$ cat config.mk
export PLATFORM = sky130hd
export DESIGN_NAME = rgb_to_hls_pixel
export DESIGN_NICKNAME = d
export VERILOG_FILES = /design/src/rtl/rhls_pkg.sv /design/src/rtl/rhls_front.sv /design/src/rtl/rhls_div_stage.sv /design/src/rtl/rgb_to_hls_pixel.sv
export SDC_FILE = /design/constraint.sdc
export NUM_CORES = 1
export LEC_CHECK = 0
export BUFFER_PORTS_ARGS = -buffer_cell sky130_fd_sc_hd__buf_2
export CORE_ASPECT_RATIO = 1.4
export CORE_MARGIN = 2
export CORE_UTILIZATION = 35
export CTS_CLUSTER_SIZE = 40
export DETAILED_ROUTE_END_ITERATION = 10
export PLACE_DENSITY = 0.59
export SETUP_SLACK_MARGIN = 0.3
export SLEW_MARGIN = 20
export SYNTH_ARGS = -nofsm -noshare
export SYNTH_HDL_FRONTEND = slang
export SYNTH_SLANG_ARGS = --single-unit
$ cat constraint.sdc
create_clock -name i_clk -period 5.9 [get_ports i_clk]
set_input_delay 0.885 -clock i_clk [delete_from_list [all_inputs] [get_ports i_clk]]
set_output_delay 0.885 -clock i_clk [all_outputs]
set_load 0.05 [all_outputs]
$ cat src/rtl/rhls_pkg.sv
`timescale 1ns / 1ps
// ----------------------------------------------------------------------------
// rhls_pkg
// shared types and widths for the rgb to hls pixel converter
// ----------------------------------------------------------------------------
package rhls_pkg;

    localparam int PIX_W   = 8;             // channel and result width
    localparam int SAT_N_W = 16;            // 255 * range
    localparam int SAT_D_W = 8;             // saturation divisor
    localparam int HUE_NUM_W = 11;          // hue numerator, up to 6 * range
    localparam int HUE_N_W = 19;            // 255 * hue numerator
    localparam int HUE_D_W = 11;            // 6 * range
    localparam int DIV_STAGES = 4;          // two quotient bits per stage
    localparam int FRONT_STAGES = 3;

    // channel holding the maximum, ties resolved blue, green, red
    typedef enum logic [1:0] {
        SEL_RED,
        SEL_GREEN,
        SEL_BLUE
    } t_max_sel;

    // after max/min search
    typedef struct packed {
        logic [PIX_W-1:0]  hi;
        logic [PIX_W-1:0]  lo;
        t_max_sel          sel;
        logic signed [PIX_W:0] diff;
    } t_stage_a;

    // after range, sum and hue numerator
    typedef struct packed {
        logic [PIX_W-1:0]     range;
        logic [PIX_W-1:0]     light;
        logic [SAT_D_W-1:0]   den;
        logic [HUE_NUM_W-1:0] num;
    } t_stage_b;

    // divider state, shared by the setup stage and every divide stage
    typedef struct packed {
        logic [SAT_N_W-1:0] sat_rem;
        logic [SAT_D_W-1:0] sat_d;
        logic [PIX_W-1:0]   sat_q;
        logic [HUE_N_W-1:0] hue_rem;
        logic [HUE_D_W-1:0] hue_d;
        logic [PIX_W-1:0]   hue_q;
        logic [PIX_W-1:0]   light;
        logic               grey;
    } t_div;

endpackage

$ cat src/rtl/rhls_front.sv
`timescale 1ns / 1ps
// ----------------------------------------------------------------------------
// rhls_front
// max/min search, hue numerator and divider operand setup (three stages)
// ----------------------------------------------------------------------------
module rhls_front (
    input  logic                        i_clk,
    input  logic [rhls_pkg::FRONT_STAGES-1:0] i_en,
    input  logic [rhls_pkg::PIX_W-1:0]  i_red,
    input  logic [rhls_pkg::PIX_W-1:0]  i_green,
    input  logic [rhls_pkg::PIX_W-1:0]  i_blue,
    output rhls_pkg::t_div              o_div
);

    rhls_pkg::t_stage_a r_a, n_a;
    rhls_pkg::t_stage_b r_b, n_b;
    rhls_pkg::t_div     r_c, n_c;

    // stage a: max, min and signed channel difference
    always_comb begin
        n_a = '0;
        if (i_blue >= i_red && i_blue >= i_green) begin
            n_a.sel  = rhls_pkg::SEL_BLUE;
            n_a.hi   = i_blue;
            n_a.diff = $signed({1'b0, i_red}) - $signed({1'b0, i_green});
        end else if (i_green >= i_red) begin
            n_a.sel  = rhls_pkg::SEL_GREEN;
            n_a.hi   = i_green;
            n_a.diff = $signed({1'b0, i_blue}) - $signed({1'b0, i_red});
        end else begin
            n_a.sel  = rhls_pkg::SEL_RED;
            n_a.hi   = i_red;
            n_a.diff = $signed({1'b0, i_green}) - $signed({1'b0, i_blue});
        end
        n_a.lo = i_red;
        if (i_green < n_a.lo) begin
            n_a.lo = i_green;
        end
        if (i_blue < n_a.lo) begin
            n_a.lo = i_blue;
        end
    end

    // stage b: range, lightness, saturation divisor, wrapped hue numerator
    logic [rhls_pkg::PIX_W:0]         b_sum;
    logic [rhls_pkg::PIX_W+1:0]       b_rsum;
    logic [rhls_pkg::HUE_D_W-1:0]     b_six_r;
    logic signed [rhls_pkg::HUE_NUM_W:0] b_kr;
    logic signed [rhls_pkg::HUE_NUM_W:0] b_num;

    always_comb begin
        n_b       = '0;
        n_b.range = r_a.hi - r_a.lo;
        b_sum     = {1'b0, r_a.hi} + {1'b0, r_a.lo};
        b_rsum    = 10'd510 - {1'b0, b_sum};
        n_b.light = b_sum[rhls_pkg::PIX_W:1];
        n_b.den   = b_sum[rhls_pkg::PIX_W] ? b_rsum[rhls_pkg::PIX_W-1:0]
                                           : b_sum[rhls_pkg::PIX_W-1:0];
        b_six_r   = {1'b0, n_b.range, 2'b00} + {2'b00, n_b.range, 1'b0};
        unique case (r_a.sel)
            rhls_pkg::SEL_BLUE:  b_kr = $signed({2'b00, n_b.range, 2'b00});
            rhls_pkg::SEL_GREEN: b_kr = $signed({3'b000, n_b.range, 1'b0});
            default:             b_kr = $signed({1'b0, b_six_r});
        endcase
        b_num = b_kr + {{(rhls_pkg::HUE_NUM_W - rhls_pkg::PIX_W){r_a.diff[rhls_pkg::PIX_W]}},
                        r_a.diff};
        // above 360 degrees wraps once, exactly 360 stays
        if (b_num > $signed({1'b0, b_six_r})) begin
            b_num = b_num - $signed({1'b0, b_six_r});
        end
        n_b.num = b_num[rhls_pkg::HUE_NUM_W-1:0];
    end

    // stage c: scale numerators by 255 and set up both dividers
    always_comb begin
        n_c         = '0;
        n_c.sat_rem = {r_b.range, 8'h00} - {8'h00, r_b.range};
        n_c.sat_d   = r_b.den;
        n_c.hue_rem = {r_b.num, 8'h00} - {8'h00, r_b.num};
        n_c.hue_d   = {1'b0, r_b.range, 2'b00} + {2'b00, r_b.range, 1'b0};
        n_c.light   = r_b.light;
        n_c.grey    = (r_b.range == '0);
    end

    always_ff @(posedge i_clk) begin
        if (i_en[0]) begin
            r_a <= n_a;
        end
        if (i_en[1]) begin
            r_b <= n_b;
        end
        if (i_en[2]) begin
            r_c <= n_c;
        end
    end

    assign o_div = r_c;

endmodule

$ cat src/rtl/rhls_div_stage.sv
`timescale 1ns / 1ps
// ----------------------------------------------------------------------------
// rhls_div_stage
// two restoring division steps for saturation and hue, registered
// ----------------------------------------------------------------------------
module rhls_div_stage #(
    parameter int SHIFT = 7   // weight of the upper quotient bit of this stage
) (
    input  logic          i_clk,
    input  logic          i_en,
    input  rhls_pkg::t_div i_div,
    output rhls_pkg::t_div o_div
);

    rhls_pkg::t_div r_div, n_div;
    logic [rhls_pkg::SAT_N_W-1:0] sat_dsh;
    logic [rhls_pkg::HUE_N_W-1:0] hue_dsh;

    always_comb begin
        n_div   = i_div;
        sat_dsh = '0;
        hue_dsh = '0;
        for (int j = 0; j < 2; j++) begin
            sat_dsh = {{(rhls_pkg::SAT_N_W - rhls_pkg::SAT_D_W){1'b0}}, n_div.sat_d}
                      << (SHIFT - j);
            hue_dsh = {{(rhls_pkg::HUE_N_W - rhls_pkg::HUE_D_W){1'b0}}, n_div.hue_d}
                      << (SHIFT - j);
            if (n_div.sat_rem >= sat_dsh) begin
                n_div.sat_rem = n_div.sat_rem - sat_dsh;
                n_div.sat_q   = {n_div.sat_q[rhls_pkg::PIX_W-2:0], 1'b1};
            end else begin
                n_div.sat_q   = {n_div.sat_q[rhls_pkg::PIX_W-2:0], 1'b0};
            end
            if (n_div.hue_rem >= hue_dsh) begin
                n_div.hue_rem = n_div.hue_rem - hue_dsh;
                n_div.hue_q   = {n_div.hue_q[rhls_pkg::PIX_W-2:0], 1'b1};
            end else begin
                n_div.hue_q   = {n_div.hue_q[rhls_pkg::PIX_W-2:0], 1'b0};
            end
        end
    end

    always_ff @(posedge i_clk) begin
        if (i_en) begin
            r_div <= n_div;
        end
    end

    assign o_div = r_div;

endmodule

$ cat src/rtl/rgb_to_hls_pixel.sv
`timescale 1ns / 1ps
// ----------------------------------------------------------------------------
// rgb_to_hls_pixel
// 8-bit rgb pixel to 8-bit hue, lightness and saturation, fully pipelined
// ----------------------------------------------------------------------------
//
//  channel   direction  handshake           payload
//  -------   ---------  ------------------  ---------------------------------
//  pixel in  input      i_valid / o_stall   i_red_in, i_green_in, i_blue_in
//  hls out   output     o_valid / i_stall   o_hue_out, o_lightness_out,
//                                           o_saturation_out
//
//  one pixel per clock while the output is not stalled; the pipeline has
//  3 front stages, 4 divide stages of two quotient bits each, output reg;
//  each stage holds one pixel
//  i_rst_n is synchronous and clears only the per-stage valid bits
//  stalls back up stage by stage; empty stages still fill while the output
//  is stalled, so o_stall rises only when every stage holds a pixel
//
module rgb_to_hls_pixel (
    input  logic       i_clk,
    input  logic       i_rst_n,
    input  logic       i_valid,
    output logic       o_stall,
    input  logic [7:0] i_red_in,
    input  logic [7:0] i_green_in,
    input  logic [7:0] i_blue_in,
    output logic       o_valid,
    input  logic       i_stall,
    output logic [7:0] o_hue_out,
    output logic [7:0] o_lightness_out,
    output logic [7:0] o_saturation_out
);

    localparam int NSTG = rhls_pkg::FRONT_STAGES + rhls_pkg::DIV_STAGES + 1;
    localparam int OUT  = NSTG - 1;

    // per-stage valid bits and load enables
    logic [NSTG-1:0] r_v;
    logic [NSTG-1:0] n_v;
    logic [NSTG-1:0] stg_en;

    // a stage loads when it is empty or its content moves on this cycle
    always_comb begin
        stg_en[OUT] = !r_v[OUT] || !i_stall;
        for (int k = OUT - 1; k >= 0; k--) begin
            stg_en[k] = !r_v[k] || stg_en[k+1];
        end
    end

    always_comb begin
        n_v = r_v;
        if (stg_en[0]) begin
            n_v[0] = i_valid;
        end
        for (int k = 1; k < NSTG; k++) begin
            if (stg_en[k]) begin
                n_v[k] = r_v[k-1];
            end
        end
    end

    always_ff @(posedge i_clk) begin
        if (!i_rst_n) begin
            r_v <= '0;
        end else begin
            r_v <= n_v;
        end
    end

    assign o_stall = !stg_en[0];

    // front end: max/min, hue numerator, divider setup
    rhls_pkg::t_div div_chain [rhls_pkg::DIV_STAGES+1];

    rhls_front u_front (
        .i_clk   (i_clk),
        .i_en    (stg_en[rhls_pkg::FRONT_STAGES-1:0]),
        .i_red   (i_red_in),
        .i_green (i_green_in),
        .i_blue  (i_blue_in),
        .o_div   (div_chain[0])
    );

    // divide pipeline, quotient bits 7..0 two per stage
    for (genvar s = 0; s < rhls_pkg::DIV_STAGES; s++) begin : g_div
        rhls_div_stage #(
            .SHIFT (2 * (rhls_pkg::DIV_STAGES - s) - 1)
        ) u_div (
            .i_clk (i_clk),
            .i_en  (stg_en[rhls_pkg::FRONT_STAGES + s]),
            .i_div (div_chain[s]),
            .o_div (div_chain[s+1])
        );
    end

    // output register; grey pixels force hue and saturation to zero
    rhls_pkg::t_div div_last;
    logic [7:0] r_hue;
    logic [7:0] r_light;
    logic [7:0] r_sat;

    assign div_last = div_chain[rhls_pkg::DIV_STAGES];

    always_ff @(posedge i_clk) begin
        if (stg_en[OUT]) begin
            r_hue   <= div_last.grey ? '0 : div_last.hue_q;
            r_light <= div_last.light;
            r_sat   <= div_last.grey ? '0 : div_last.sat_q;
        end
    end

    assign o_valid          = r_v[OUT];
    assign o_hue_out        = r_hue;
    assign o_lightness_out  = r_light;
    assign o_saturation_out = r_sat;

`ifndef ASSERT_OFF
    // an empty output register never lets a stall reach the input side
    a_no_stall_when_out_empty: assert property (
        @(posedge i_clk) disable iff (!i_rst_n)
        !o_valid |-> !o_stall
    ) else $error("input stalled while output register empty");

    // zero saturation only for grey pixels, which also have zero hue
    a_grey_hue_zero: assert property (
        @(posedge i_clk) disable iff (!i_rst_n)
        (o_valid && o_saturation_out == 8'd0) |-> (o_hue_out == 8'd0)
    ) else $error("zero saturation with nonzero hue");

    // reset empties the whole pipeline
    a_reset_clears: assert property (
        @(posedge i_clk)
        !i_rst_n |=> (!o_valid && !o_stall)
    ) else $error("pipeline not empty after reset");
`endif

endmodule

# ---- Word-level counts from Yosys, hierarchy flattened
# Index checks and enable logic that the tools add are counted.
dict set report totals {
  register_bits 395
  latchBits 0
  mem_bits_rw 0
  rom_bits 0
  inputBits 28
  out_inout_bits 26
  wordCells 162
  mem_count 0
}
dict set report op_classes {
  addsub 26
  multipliers 0
  n_div 0
  magnitude_cmp 22
  eq_ne 2
  shifts 0
  n_mux 39
  bitwise 0
  reduce_logical 20
}
# cell n
set ops {}
lappend ops {{19-bit 2-to-1 mux} 7}
lappend ops {{16-bit 2-to-1 mux} 7}
lappend ops {{8-bit 2-to-1 mux} 5}
lappend ops {{8-bit by 8-bit subtractor with 9-bit output} 3}
lappend ops {{8-bit >= comparator} 3}
lappend ops {{10-bit by 9-bit adder with 11-bit output} 2}
lappend ops {{11-bit case mux with 2 select lines} 1}
lappend ops {{19-bit by 11-bit >= comparator with 1-bit output} 1}
lappend ops {{19-bit by 12-bit >= comparator with 1-bit output} 1}
lappend ops {{19-bit by 13-bit >= comparator with 1-bit output} 1}
lappend ops {{19-bit by 14-bit >= comparator with 1-bit output} 1}
lappend ops {{19-bit by 15-bit >= comparator with 1-bit output} 1}
lappend ops {{19-bit by 16-bit >= comparator with 1-bit output} 1}
lappend ops {{19-bit by 17-bit >= comparator with 1-bit output} 1}
lappend ops {{19-bit by 18-bit >= comparator with 1-bit output} 1}
lappend ops {{19-bit by 11-bit subtractor with 19-bit output} 1}
lappend ops {{19-bit by 12-bit subtractor with 19-bit output} 1}
lappend ops {{19-bit by 13-bit subtractor with 19-bit output} 1}
lappend ops {{19-bit by 14-bit subtractor with 19-bit output} 1}
lappend ops {{19-bit by 15-bit subtractor with 19-bit output} 1}
lappend ops {{19-bit by 16-bit subtractor with 19-bit output} 1}
lappend ops {{19-bit by 17-bit subtractor with 19-bit output} 1}
lappend ops {{19-bit by 18-bit subtractor with 19-bit output} 1}
lappend ops {{16-bit by 10-bit >= comparator with 1-bit output} 1}
lappend ops {{32 further kinds} 64}

# ---- Depth between registers and ports, before layout
# Gate-level depths: netlist (run 1).
dict set report depth {
  word_depth 10
  mapped_depth 26
  ltp_nobuf 25
}

# ---- Hierarchy
# Synthesis (run 1) repeated with hierarchy kept, for this count alone.
dict set report hier_totals {
  cells_unflattened 2723
  area_unflattened_um2 30156.4
}
# mod instances cells_per_inst area_per_inst_um2 seq_area_each_um2
set modules_own_cells {}
lappend modules_own_cells {rhls_front 1 828 8804.7 3603.5}
lappend modules_own_cells {{rhls_div_stage at g_div[3].u_div} 1 516 5341.4 2372.3}
lappend modules_own_cells {{rhls_div_stage at g_div[2].u_div} 1 477 5158.7 2372.3}
lappend modules_own_cells {{rhls_div_stage at g_div[1].u_div} 1 427 4943.5 2372.3}
lappend modules_own_cells {{rhls_div_stage at g_div[0].u_div} 1 397 4745.8 2372.3}
lappend modules_own_cells {rgb_to_hls_pixel 1 78 1162.4 880.8}

# ---- Worst setup path before layout (run 1)
# OpenSTA, ideal clock, no wires.
dict set report synth_timing {
  path_type {register to register}
  from {reg u_front.r_a[19] in the netlist's numbering}
  to {reg u_front.r_b[10] in the netlist's numbering (data pin)}
  setup_ns 0.260
  arrival_ns 5.367
  t_required_ns 5.640
  path_slack_ns 0.273
  path_stages_with_launch 24
  path_buffers 1
  path_cell_list {edfxtp_1 > inv_1 > ha_1 > inv_1 > fa_1 > ha_1 > fa_1 > a21o_1 > a21oi_1 > inv_1 > maj3_1 > a21o_1 > xnor2_1 > a21oi_1 > ha_1 > nor2_1 > a2111oi_0 > nor2_1 > ha_1 > nand4_1 > nor3_1 > a221o_1 > clkbuf_1 > mux2_2}
}
# element line_no
set synth_lines {}
lappend synth_lines {{from (decl)} rhls_front.sv:15} ;# rhls_pkg::t_stage_a r_a, n_a;
lappend synth_lines {{from (signal assigned)} rhls_front.sv:87} ;# r_a <= n_a;
lappend synth_lines {{to (signal assigned)} rhls_front.sv:90} ;# r_b <= n_b;
lappend synth_lines {{to (decl)} rhls_front.sv:16} ;# rhls_pkg::t_stage_b r_b, n_b;

==> results.md, run 1 <==
- Largest net degree at the start of global routing: 72
- Global Route Usage Sum: 14.5%
- Fin. max-slew vios: 0
- First-pass GRT wire length: 87.3 mm
- H-tree depth: 2
- Port-buffer cells: 53
- #FFs+latches synth: 378
- CTS tree: done
- Antenna cells: 0
- Crit path required time: 6.20 ns
- Die X: 229 um
- Share of layout cells above drive strength 1: 13.0%
- Max Fclk: 186 MHz
- Worst skew pair latency: 0.57 ns
- Final setup violation count: 0
- Core box area: 0.0702 mm2
- Most used DFF post-synth: edfxtp_1
- DRT antenna net count: 0
- Final setup TNS: 0 ns
- Min Tclk post-route: 5.36 ns
- Worst hold slack: 0.408 ns
- Post-Syn Area: 0.0248 mm2
- Post-place setup slack: 0.190 ns
- Crit end category: flop
- RSZ-0062 raised after global routing: false
- Fill cells: 6777
- Depth of the most critical reg-to-reg path: 26
- CP Class: flop to flop
- Worst Slack Setup Final: 0.536 ns
- Yosys warns: 0
- Max-Cap Viols: 0
- Starting Density: 35.3%
- I/O pins: 54
- Synth Net Count: 2612
- Status: complete, no violations
- Routed WL per cell: 15.7 um
- Post-synthesis async set-or-reset flop share: 0%
- Slew HR: 32.2%
- Initial antenna violation count: 0
- CTS clk-pin slew, worst paths: 0.07 ns
- DPL Wire Length: 42.8 mm
- Min-Delay Path Depth: 0
- # DRC: 0
- Syn-to-layout area delta: 14.1%
- Worst min-delay path class: flop to flop
- CTS max path bufs: 3
- Vias in the first global route: 18000
- Iteration count of the initial detailed-routing pass: 5
- Post-Syn Area per Cell: 10.7 um2
- Detailed Route WL: 53.5 mm
- Root Buffer: clkbuf_16
- Die height: 319 um
- Post-synth EDFFs: 370
- Synth Instances: 2320
- Final hold violations: 0
- Total CTS buffers: 38
- Fin crit share: 90.9%
- Routed vias: 17200
- Final net count: 2732
- Sink Count: 378
- Die area: 0.0730 mm2
- Clock Skew: 0.0236 ns
- CTS Hold Bufs: 0
- Tightest Pin Transition: 1.00 ns
- Grt total ovfl: 0
- Number of library cell types mapped by synthesis: 84
- Avg Vias per Cell: 5.06
- Rows: 115
- Post-synthesis sequential area ratio: 45.5%
- Routability-driven placement congestion ratio: 0.896
- Worst Path Max Fanout: 5
- CP arrival: 5.66 ns
- Worst Setup Start Kind: flop
- Initial DRC count: 654
==> path summary, 6_finish.rpt <==
| check | from | endpoint | slack (ns) |
|---|---|---|---|
| worst min-delay path | g_div[0].u_div.o_div[6] | g_div[1].u_div.o_div[6] | 0.41 |
| worst min register to register | g_div[0].u_div.o_div[6] | g_div[1].u_div.o_div[6] | 0.41 |
| worst max-delay path | u_front.r_a[19] | u_front.r_b[6] | 0.54 |
| worst max register to register | u_front.r_a[19] | u_front.r_b[6] | 0.54 |
==> final cells by class <==
class / count / area (um2) / share of cell area (%)
Clock buffer: 43 / 991 / 3.51
Clock inverter: 26 / 294 / 1.04
Inverter: 229 / 860 / 3.04
Multi-Input combinational cell: 1681 / 12900 / 45.7
Sequential cell: 378 / 11300 / 39.9
Tap cell: 936 / 1170 / 4.14
Timing Repair Buffer: 112 / 754 / 2.67
==> flip-flops by register name, summed over array words and instances, names as in the netlist <==
| name | count |
|---|---|
| g_div.u_div.o_div | 226 |
| u_front.o_div | 59 |
| u_front.r_a | 27 |
| u_front.r_b | 18 |
| u_front.n_c | 16 |
| o_hue_out | 8 |
| o_lightness_out | 8 |
| o_saturation_out | 8 |
| r_v | 8 |
==> worst max-delay path: stages (launching register included) <==
cell,delay (ns)
edfxtp_1,0.38
inv_1,0.08
ha_2,0.17
inv_1,0.06
fa_2,0.41
xor2_4,0.18
buf_4,0.15
ha_1,0.27
a21o_1,0.18
a21oi_2,0.20
nor2b_1,0.09
o22ai_2,0.15
nand2_1,0.12
xnor2_2,0.24
a21oi_2,0.11
ha_4,0.29
buf_4,0.13
nor3_2,0.25
nor2_1,0.09
a21oi_1,0.25
nor2_4,0.07
ha_4,0.27
nand4_1,0.09
nor3_1,0.15
a221o_1,0.25
buf_12,0.15
mux2_2,0.32
==> cells in the mapped netlist (all sizes together) (7+ instances only) <==
library cell    n  area share, %
o21a           38            1.2
or3             7           0.18
inv           229            3.5
nand2b         34           0.86
nor2b          72            1.8
o211ai         11           0.35
o21bai         16           0.48
and3           15           0.38
edfxtp        370             45
xnor2         124            4.4
nand4          34           0.86
nor3b           8           0.24
nor3           45           0.95
a221oi          7           0.25
a31oi          17           0.43
clkbuf         26           0.40
nor2          169            2.6
mux2i          33            1.3
nor4           18           0.45
mux2           61            2.9
or2            11           0.28
a21oi         175            3.6
a21o           45            1.4
nand2         124            1.9
a21boi         14           0.42
o31ai          17           0.54
o21ai         135            2.7
a211oi         12           0.36
nand3          32           0.67
dfxtp           8           0.65
ha            241             12
fa             23            1.9
xor2           54            1.9
o41ai           7           0.25
nand3b          8           0.24
==> repair_timing <==
action	in CTS	in global routing
gates resized for setup	9	70
setup buffers	3	15
cloned	0	1
pin swaps	3	43
endpoints found under the setup margin	10	36
==> cell families after synthesis <==
group                      after synthesis  share of synthesized area (%)
and+or+nand+nor                        600                           12.2
muxes                                   94                           4.20
DFF                                    378                           45.5
xor gates and xnor gates               178                           6.29
buffers and inverters                  261                           4.00
AOI/OAI and AO/OA                      544                           13.8
adders and majority gates              265                           14.1
==> placed cells by master (no fill, tap or decap), types with 31 or more instances in the layout <==
| cell type | n |
|---|---|
| a21o_1 | 45 |
| a21oi_1 | 165 |
| buf_2 | 53 |
| buf_4 | 55 |
| clkbuf_16 | 40 |
| edfxtp_1 | 370 |
| ha_1 | 231 |
| inv_1 | 224 |
| mux2_2 | 51 |
| mux2i_1 | 33 |
| nand2_1 | 120 |
| nand2b_1 | 34 |
| nand3_1 | 31 |
| nand4_1 | 34 |
| nor2_1 | 167 |
| nor2b_1 | 70 |
| nor3_1 | 41 |
| o21a_1 | 38 |
| o21ai_0 | 127 |
| xnor2_1 | 119 |
| xor2_1 | 50 |
==> per-stage QoR <==
| step | util [%] | cells | cell area, um2 |
|---|---|---|---|
| floorplan | - | 2320 | 24800 |
| global placement | 37.6 | 3317 | 26400 |
| detailed placement | 37.6 | 3317 | 26400 |
| CTS | 39.5 | 3389 | 27800 |
| global route | 40.3 | 3405 | 28300 |
| finish | 40.3 | 3405 | 28300 |
==> routing by layer <==
metal | track usage (%) | vias up | part of all wire [%]
met5 | 0 | - | 0
met2 | 29.9 | 254 | 57
li1 | - | 8694 | -
met3 | 1.74 | 125 | 2.5
met4 | 6.33 | 0 | 3.9
met1 | 14.1 | 8173 | 37
Power of run 1 is left out: the tool's default activity adds up to more than one toggle a clock period on the data nets, which glitch-free logic cannot reach.
==> run 2: changes to the inputs <==
--- a/config.mk
+++ b/config.mk
@@ -5,12 +5,13 @@
 export SDC_FILE = /design/constraint.sdc
 export NUM_CORES = 1
 export LEC_CHECK = 0
-export BUFFER_PORTS_ARGS = -buffer_cell sky130_fd_sc_hd__buf_2
+export ABC_CLOCK_PERIOD_IN_PS = 5900
 export CORE_ASPECT_RATIO = 1.4
 export CORE_MARGIN = 2
 export CORE_UTILIZATION = 35
 export CTS_CLUSTER_SIZE = 40
 export DETAILED_ROUTE_END_ITERATION = 10
+export DONT_BUFFER_PORTS = 1
 export PLACE_DENSITY = 0.59
 export SETUP_SLACK_MARGIN = 0.3
 export SLEW_MARGIN = 20
==> results.md, run 2 (same netlist as run 1, synthesis figures left out) <==
- Status: complete, no violations
- DPL Wire Length: 42.4 mm
- Final hold violations: 0
- Max Fclk: 182 MHz
- R2R Setup Slk: 0.41 ns
- Slew HR: 30.7%
- Worst Setup Start Kind: flop
- Hold Crit Start: u_front.o_div[8]
- Total CTS buffers: 40
- Rows: 115
- Vias in the first global route: 17900
- Design Area, Final: 0.0279 mm2
- CP startpoint: u_front.r_a[19]
- Largest net degree at the start of global routing: 72
- Port-buffer cells: 0
- Post-place setup slack: -0.111 ns
- Antenna cells: 0
- CTS tree: done
- Sink Count: 378
- Min Tclk post-route: 5.49 ns
- Global Route Usage Sum: 14.4%
- Final net count: 2672
- Grt total ovfl: 0
- Avg Vias per Cell: 5.13
- Routed WL per cell: 16.0 um
- Max reg flops: 226
- Worst hold slack: 0.416 ns
- Min-Delay Path Depth: 0
- RSZ-0062 raised after global routing: false
- Max-Cap Viols: 0
- Initial antenna violation count: 0
- CP Class: flop to flop
- CTS clk-pin slew, worst paths: 0.06 ns
- Commonest cells after routing, fill and taps aside: 370 x edfxtp_1, 235 x ha_1, 225 x inv_1
- CTS max path bufs: 3
- Reg2reg start: u_front.r_a[19]
- Depth of the most critical reg-to-reg path: 23
- Hold endpoint: g_div[0].u_div.o_div[8]
- DRT antenna net count: 0
- Worst Slack Setup Final: 0.413 ns
- Final setup TNS: 0 ns
- DP Area: 0.0261 mm2
- Crit end category: flop
- Commonest non-fill, non-tap cell in the layout: edfxtp_1
- Die height: 319 um
- Fin. max-slew vios: 0
- Starting Density: 35.3%
- Routability-driven placement congestion ratio: 0.905
- CP arrival: 5.78 ns
- Die X: 229 um
- Detailed Route WL: 53.5 mm
- Worst skew pair latency: 0.56 ns
- Clock Skew: 0.0197 ns
- Reg2reg end: u_front.r_b[4]
- Worst min-delay path class: flop to flop
- Fin crit share: 93.0%
- Syn-to-layout area delta: 12.7%
- Share of layout cells above drive strength 1: 10.6%
- Die area: 0.0730 mm2
- Worst Path Max Fanout: 5
- Core box area: 0.0702 mm2
- Root Buffer: clkbuf_16
- I/O pins: 54
- # DRC: 0
- Tightest Pin Transition: 1.03 ns
- Final setup violation count: 0
- First-pass GRT wire length: 87.0 mm
- Routed vias: 17200
- Crit path required time: 6.20 ns
- Iteration count of the initial detailed-routing pass: 5
- Initial DRC count: 701
- CTS Hold Bufs: 0
- H-tree depth: 2
==> run 2: cell types whose count changed in the layout (fill, tap and decap cells not counted), sizes merged <==
cell | before | now
clkinvlp | 3 | 6
buf | 111 | 49
clkbuf | 44 | 46
inv | 235 | 230
bufinv | 5 | 7
clkinv | 12 | 11
==> run 2: worst max-delay path, cell delays in order (launching register included) <==
cell       delay, ns
edfxtp_1        0.39
inv_1           0.08
ha_2            0.17
inv_1           0.06
fa_2            0.48
ha_4            0.19
fa_2            0.39
a21o_1          0.21
a21oi_2         0.15
inv_1           0.06
maj3_2          0.31
a21o_1          0.20
xnor2_2         0.16
a21oi_2         0.19
ha_4            0.23
buf_4           0.14
xor2_2          0.18
ha_1            0.39
nand2_1         0.10
o21ai_2         0.15
nand3_1         0.10
a221o_1         0.43
clkbuf_16       0.20
mux2_2          0.26
==> run 2: timing repair <==
item / CTS / global route
pin swaps: 3 / 28
cloned: 0 / 1
buffers inserted: 7 / 10
endpoints found under the setup margin: 10 / 42
gates resized for setup: 12 / 50
==> run 2: through the flow <==
| step | cells | util, % |
|---|---|---|
| floorplan | 2320 | - |
| global placement | 3256 | 37.2 |
| detailed placement | 3256 | 37.2 |
| CTS | 3333 | 39.3 |
| global route | 3344 | 39.8 |
| finish | 3344 | 39.8 |
==> run 2: worst max-delay path by stage <==
| stage | endpoint | slack, ns | depth (start not counted) |
|---|---|---|---|
| after floorplan | u_front.r_b[10] | 0.43 | 23 |
| after global placement | u_front.r_b[8] | 0.09 | 23 |
| after detailed placement | u_front.r_b[3] | -0.11 | 23 |
| after CTS | g_div[0].u_div.o_div[41] | 0.32 | 21 |
| after global routing | u_front.r_b[4] | 0.19 | 25 |
| final | u_front.r_b[4] | 0.41 | 23 |
==> run 2: cell type report <==
| type | count | area [um2] |
|---|---|---|
| clock inverter | 25 | 342 |
| tap | 936 | 1170 |
| clock buffer | 45 | 1060 |
| multi-input combinational | 1681 | 12800 |
| inverter | 229 | 860 |
| sequential | 378 | 11300 |
| fill | 6746 | 42300 |
| timing repair buffer | 50 | 418 |
==> run 2: routing by layer <==
layer / global-route usage (%) / wire, um
met5: 0 / 0
met3: 2.10 / 1640
met4: 6.10 / 2110
met1: 14.3 / 20000
met2: 29.4 / 29800
Power of run 2 is left out for the same reason.
